<file path="config.mk">
export PLATFORM = sky130hd
export DESIGN_NAME = dpq_cell
export DESIGN_NICKNAME = d
export VERILOG_FILES = /design/src/dpq_pkg.sv /design/src/dpq_cell.sv
export SDC_FILE = /design/constraint.sdc
export NUM_CORES = 1
export LEC_CHECK = 0
export BUFFER_PORTS_ARGS = -buffer_cell sky130_fd_sc_hd__buf_4
export CORE_MARGIN = 4
export CORE_UTILIZATION = 51
export DETAILED_ROUTE_END_ITERATION = 6
export GPL_TIMING_DRIVEN = 0
export PLACE_DENSITY = 0.85
export SYNTH_ARGS = -nofsm -noshare
export SYNTH_HDL_FRONTEND = slang
export SYNTH_SLANG_ARGS = --single-unit
</file>
<file path="constraint.sdc">
create_clock -name clk -period 8.1 [get_ports clk]
set_clock_uncertainty 0.2 [all_clocks]
set_input_delay 1.62 -clock clk [delete_from_list [all_inputs] [get_ports clk]]
set_output_delay 1.62 -clock clk [all_outputs]
set_load 0.02 [all_outputs]
</file>
<file path="src/dpq_pkg.sv">
package dpq_pkg;

  localparam int KIND_W       = 2;
  localparam int CLIENT_W     = 20;
  localparam int PRIO_W       = 24;
  localparam int MULT_W       = 11;
  localparam int CAPACITY_DEF = 1024;

  // Each registered tree stage merges up to 2**TREE_STEP_LG nodes into one.
  localparam int TREE_STEP_LG = 3;

  localparam logic [MULT_W-1:0] MULT_MAX = {MULT_W{1'b1}};
  localparam logic [MULT_W-1:0] MULT_ONE = MULT_W'(1);

  typedef enum logic [KIND_W-1:0] {
    OP_INSERT  = 2'd0,
    OP_POP_MAX = 2'd1,
    OP_POP_MIN = 2'd2,
    OP_NONE    = 2'd3
  } op_t;

  typedef enum logic [1:0] {
    ST_IDLE,
    ST_WAIT,
    ST_APPLY
  } st_t;

  // One queue slot.
  typedef struct packed {
    logic                valid;
    logic [PRIO_W-1:0]   prio;
    logic [CLIENT_W-1:0] client;
    logic [MULT_W-1:0]   mult;
  } cell_t;

  // What a cell reports into the reduction tree.
  typedef struct packed {
    logic                hit;
    logic [CLIENT_W-1:0] client;
  } probe_t;

  // Command broadcast to every cell.
  typedef struct packed {
    logic                apply;
    op_t                 op;
    logic [CLIENT_W-1:0] client;
    logic [PRIO_W-1:0]   prio;
    logic                merge;
    logic                full;
    logic                min_dec;
  } cmd_t;

  function automatic int tree_stages(input int n);
    int lg;
    lg = $clog2(n);
    return (lg + TREE_STEP_LG - 1) / TREE_STEP_LG;
  endfunction

endpackage

</file>
<file path="src/dpq_cell.sv">
module dpq_cell import dpq_pkg::*; (
  input  logic   clk,
  input  logic   rst,
  input  logic   head,
  input  cmd_t   cmd,
  input  cell_t  left,
  input  cell_t  right,
  output cell_t  cur,
  output probe_t probe
);

  cell_t cur_next;
  logic  hit;
  logic  last;
  logic  shift_in;
  logic  take_new;

  assign hit  = cur.valid && (cur.prio == cmd.prio);
  assign last = cur.valid && !right.valid;

  assign probe.hit    = hit;
  assign probe.client = last ? cur.client : '0;

  // Sorted insert: entries above the new key move up by one slot, and the
  // slot at the boundary takes the new entry.
  assign shift_in = !head && left.valid && (left.prio > cmd.prio);
  assign take_new = (head || (left.valid && (left.prio < cmd.prio))) &&
                    (!cur.valid || (cur.prio > cmd.prio));

  always_comb begin
    cur_next = cur;
    if (cmd.apply) begin
      case (cmd.op)
        OP_INSERT: begin
          if (cmd.merge) begin
            if (hit && (cur.mult != MULT_MAX)) begin
              cur_next.mult = cur.mult + MULT_ONE;
            end
          end else if (!cmd.full) begin
            if (shift_in) begin
              cur_next = left;
            end else if (take_new) begin
              cur_next.valid  = 1'b1;
              cur_next.prio   = cmd.prio;
              cur_next.client = cmd.client;
              cur_next.mult   = MULT_ONE;
            end
          end
        end
        OP_POP_MIN: begin
          if (cmd.min_dec) begin
            if (head) begin
              cur_next.mult = cur.mult - MULT_ONE;
            end
          end else begin
            cur_next = right;
          end
        end
        OP_POP_MAX: begin
          if (last) begin
            if (cur.mult > MULT_ONE) begin
              cur_next.mult = cur.mult - MULT_ONE;
            end else begin
              cur_next.valid = 1'b0;
            end
          end
        end
        default: begin
          cur_next = cur;
        end
      endcase
    end
  end

  always_ff @(posedge clk) begin
    if (rst) begin
      cur.valid <= 1'b0;
    end else begin
      cur <= cur_next;
    end
  end

endmodule

</file>
==> reports/metrics.csv <==
stage,metric,value,unit
run_status,status,"finished, final reports clean",
worst_setup_path,reg2reg path depth,9,
cells_and_area,Layout Nets,995,
cells_and_area,Largest Register,cur,
clocking,clock sinks,56,
global_route,met2 usage,0.515,
sta,Final Hold Viols,0,
floorplan,Die Wd,105,um
worst_setup_path,arrival time of the worst setup path,3.49,ns
cells_and_area,n_diodes,0,
worst_setup_path,FF-to-FF Start,cur[53],
clocking,clock buffer depth,2,
routing,Vias,5076,
pwr,pwr/cell area,113,nW/um^2
cells_and_area,"leading cell type in the layout, fill and taps excluded",buf_4,
cells_and_area,biggest registers after layout,cur x56,
yosys,Cell variety after synth,54,
global_route,first-pass GRT wire length,26.1,mm
cells_and_area,area growth from synthesis to layout,42.8,%
yosys,Synth area leader,edfxtp_1,
job,Max-Cap Viols,0,
worst_setup_path,crit path launch,cmd[25],
routing,DRC viols,0,
routing,Via density,5.61,
sta,period utilization,0.656,
sta,setup tns final,0,ns
clocking,CTS tree,built,
floorplan,I/O pin cnt,242,
worst_setup_path,CP Max Fanout,4,
cells_and_area,"commonest cells after routing, fill and taps aside","243 x buf_4, 64 x nand2_1, 55 x ha_1, 55 x edfxtp_1, 52 x o21ai_0",
yosys,Syn Nets,747,
worst_setup_path,CP Capture Type,output pin,
worst_setup_path,Worst R2R End,cur[39],
floorplan,initial core utilization,0.524,
clocking,clk root buf,clkbuf_8,
routing,wire per inst,18.2,um
yosys,top cell type's share of synthesized area,0.341,
cells_and_area,Finished Layout Cells,905,
sta,final setup vio count,0,
floorplan,die area,11100,um^2
placed_design,RePlAce Congestion,0.968,
global_route,vias in the first global route,5362,
global_route,maximum number of pins on one net before global-route repair,32,
clocking,Clock Latency Late Sink,0.33,ns
placed_design,dpl cells,897,
clocking,clk slew on worst S/H paths,0.11,ns
global_route,met1 Use GR,0.339,
global_route,GR Util All Layers,0.291,
clocking,H-tree Lvls,2,
pwr,Max VDD drop,0.0000686,V
worst_setup_path,max incr delay on CP,0.48,ns
yosys,"Cell Area, Synth",4840,um^2
sta,fin. max-slew vios,0,
floorplan,Die Ht,105,um
hold_path,HP Class,flip-flop to flip-flop,
yosys,Cells after Synth,527,
cells_and_area,max reg flops,56,
routing,total wire length,16.5,mm
clocking,total CTS buffers,5,
yosys,Synth Register Bits,56,
yosys,ys async rst share,0,
routing,initial DRC count,232,
sta,Highest Clock Rate,0.188,GHz
clocking,setup bufs post-CTS,0,
global_route,grt met3 use,0.0643,
yosys,ranking of synthesized cells by area,"edfxtp_1 34%, ha_1 14%, mux2i_1 9.1%, o21ai_0 5.4%, nand2_1 5.0%",
sta,Tmin final,5.31,ns
yosys,sequential fraction of the synthesis area,0.345,
worst_setup_path,CP max stage cell,nor4_1,
worst_setup_path,CP cell instances,buf_4 -> inv_1 -> ha_1 -> and4_1 -> nand2_1 -> nor4_1 -> and3_1 -> buf_4 -> buf_4,
global_route,GRT overflow,0,
sta,RSZ-0062 raised after global routing,false,
floorplan,floorplan core area,9240,um^2
worst_setup_path,Startpoint Class,input port,
clocking,Post-CTS Hold Buffers,0,
clocking,post_cts resized,0,
cells_and_area,share of layout cells above drive strength 1,0.345,
yosys,syn avg cell area,9.19,um^2
routing,drt pass-1 iters,5,
sta,Rel. slew slack,0.598,
floorplan,row count,35,
routing,Antenna Nets Post-Route,0,
worst_setup_path,Setup CP Type,input port to output pin,
pwr,Pleak,0.00321,uW
yosys,yosys warns,0,
placed_design,I/O Buffers,240,
worst_setup_path,most frequent CP cell,buf_4,
yosys,ys flop type,edfxtp_1,
worst_setup_path,r2r setup slk,4.66,ns
placed_design,post-DP HPWL,13.6,mm
worst_setup_path,Critical Path RT,6.28,ns
sta,Worst Tran Pin Value,0.603,ns
global_route,initial antenna violation count,0,
global_route,busiest metal layer after global routing,met2,
worst_setup_path,crit path capture,probe[20],
yosys,"EDFF count, synth",55,
-- cells in the mapped netlist, drive strengths merged (4+ instances only) --
library cell	instances
nand2	64
o21ai	59
edfxtp	55
ha	55
mux2i	44
inv	35
a21oi	33
and2	21
clkbuf	18
nor2	17
a221oi	11
buf	11
nand3	9
nand4	9
nor2b	8
xor2	8
xnor2	7
a31oi	6
nand2b	6
nor3	6
nor4	5
a211oi	4
or3	4
-- how the worst min path moves through the flow --
stage / start / to / slack (ns) / cells past startpoint
after floorplan: cur[55] / cur[55] / 0.58 / 2
after CTS: cur[55] / cur[55] / 0.59 / 2
after global placement: cur[55] / cur[55] / 0.55 / 2
after global routing: cur[55] / cur[55] / 0.63 / 2
after detailed placement: cur[55] / cur[55] / 0.57 / 2
final: cur[55] / cur[55] / 0.60 / 2
-- layout make-up --
cell class | instances | area, um^2
multi-input combinational | 407 | 2900
fill | 661 | 2320
timing repair buffer | 241 | 1820
sequential | 56 | 1670
tap | 129 | 161
buffer | 29 | 148
inverter | 35 | 131
clock buffer | 5 | 68.8
clock inverter | 3 | 22.5
-- routing by layer --
metal / part of all wire / up-vias
met5: 0 / -
met1: 0.38 / 2341
met3: 0.082 / 45
met2: 0.51 / 258
li1: - / 2432
met4: 0.036 / 0
-- report_power, final --
group | switching, uW | internal [uW] | leakage (uW) | total (uW)
sequential | 10.2 | 339 | 0.000501 | 349
combinational | 133 | 128 | 0.00266 | 261
clock | 107 | 62.5 | 0.0000485 | 170
-- kinds of logic (layout without fill, tap and decap cells) --
logic type | Yosys count | after routing | synth area share
adder cells (fa/ha/maj) | 55 | 55 | 0.142
AND/OR/NAND/NOR | 159 | 159 | 0.168
AO/OA/AOI/OAI | 133 | 133 | 0.166
buffers and inverters | 64 | 313 | 0.0576
XOR/XNOR | 15 | 15 | 0.0271
multiplexers | 45 | 45 | 0.0940
flip-flops | 56 | 56 | 0.345
-- critical path: cells and delay by family --
family / cells / cell delay (ns)
buffers and inverters: 4 / 0.41
adder cells (fa/ha/maj): 1 / 0.30
AND/OR/NAND/NOR: 4 / 1.15
-- metrics by stage --
step	total power [uW]	hold slack (ns)	setup WS, ns	utilization	cell area, um^2
2_1_floorplan	486	0.583	3.37	-	4840
3_3_place_gp	603	0.547	2.45	0.737	6810
3_5_place_dp	614	0.572	2.86	0.739	6830
4_1_cts	778	0.591	2.87	0.749	6920
5_1_grt	818	0.627	2.79	0.749	6920
6_report	780	0.598	2.79	0.749	6920
Power figures use the tool's default switching activity.
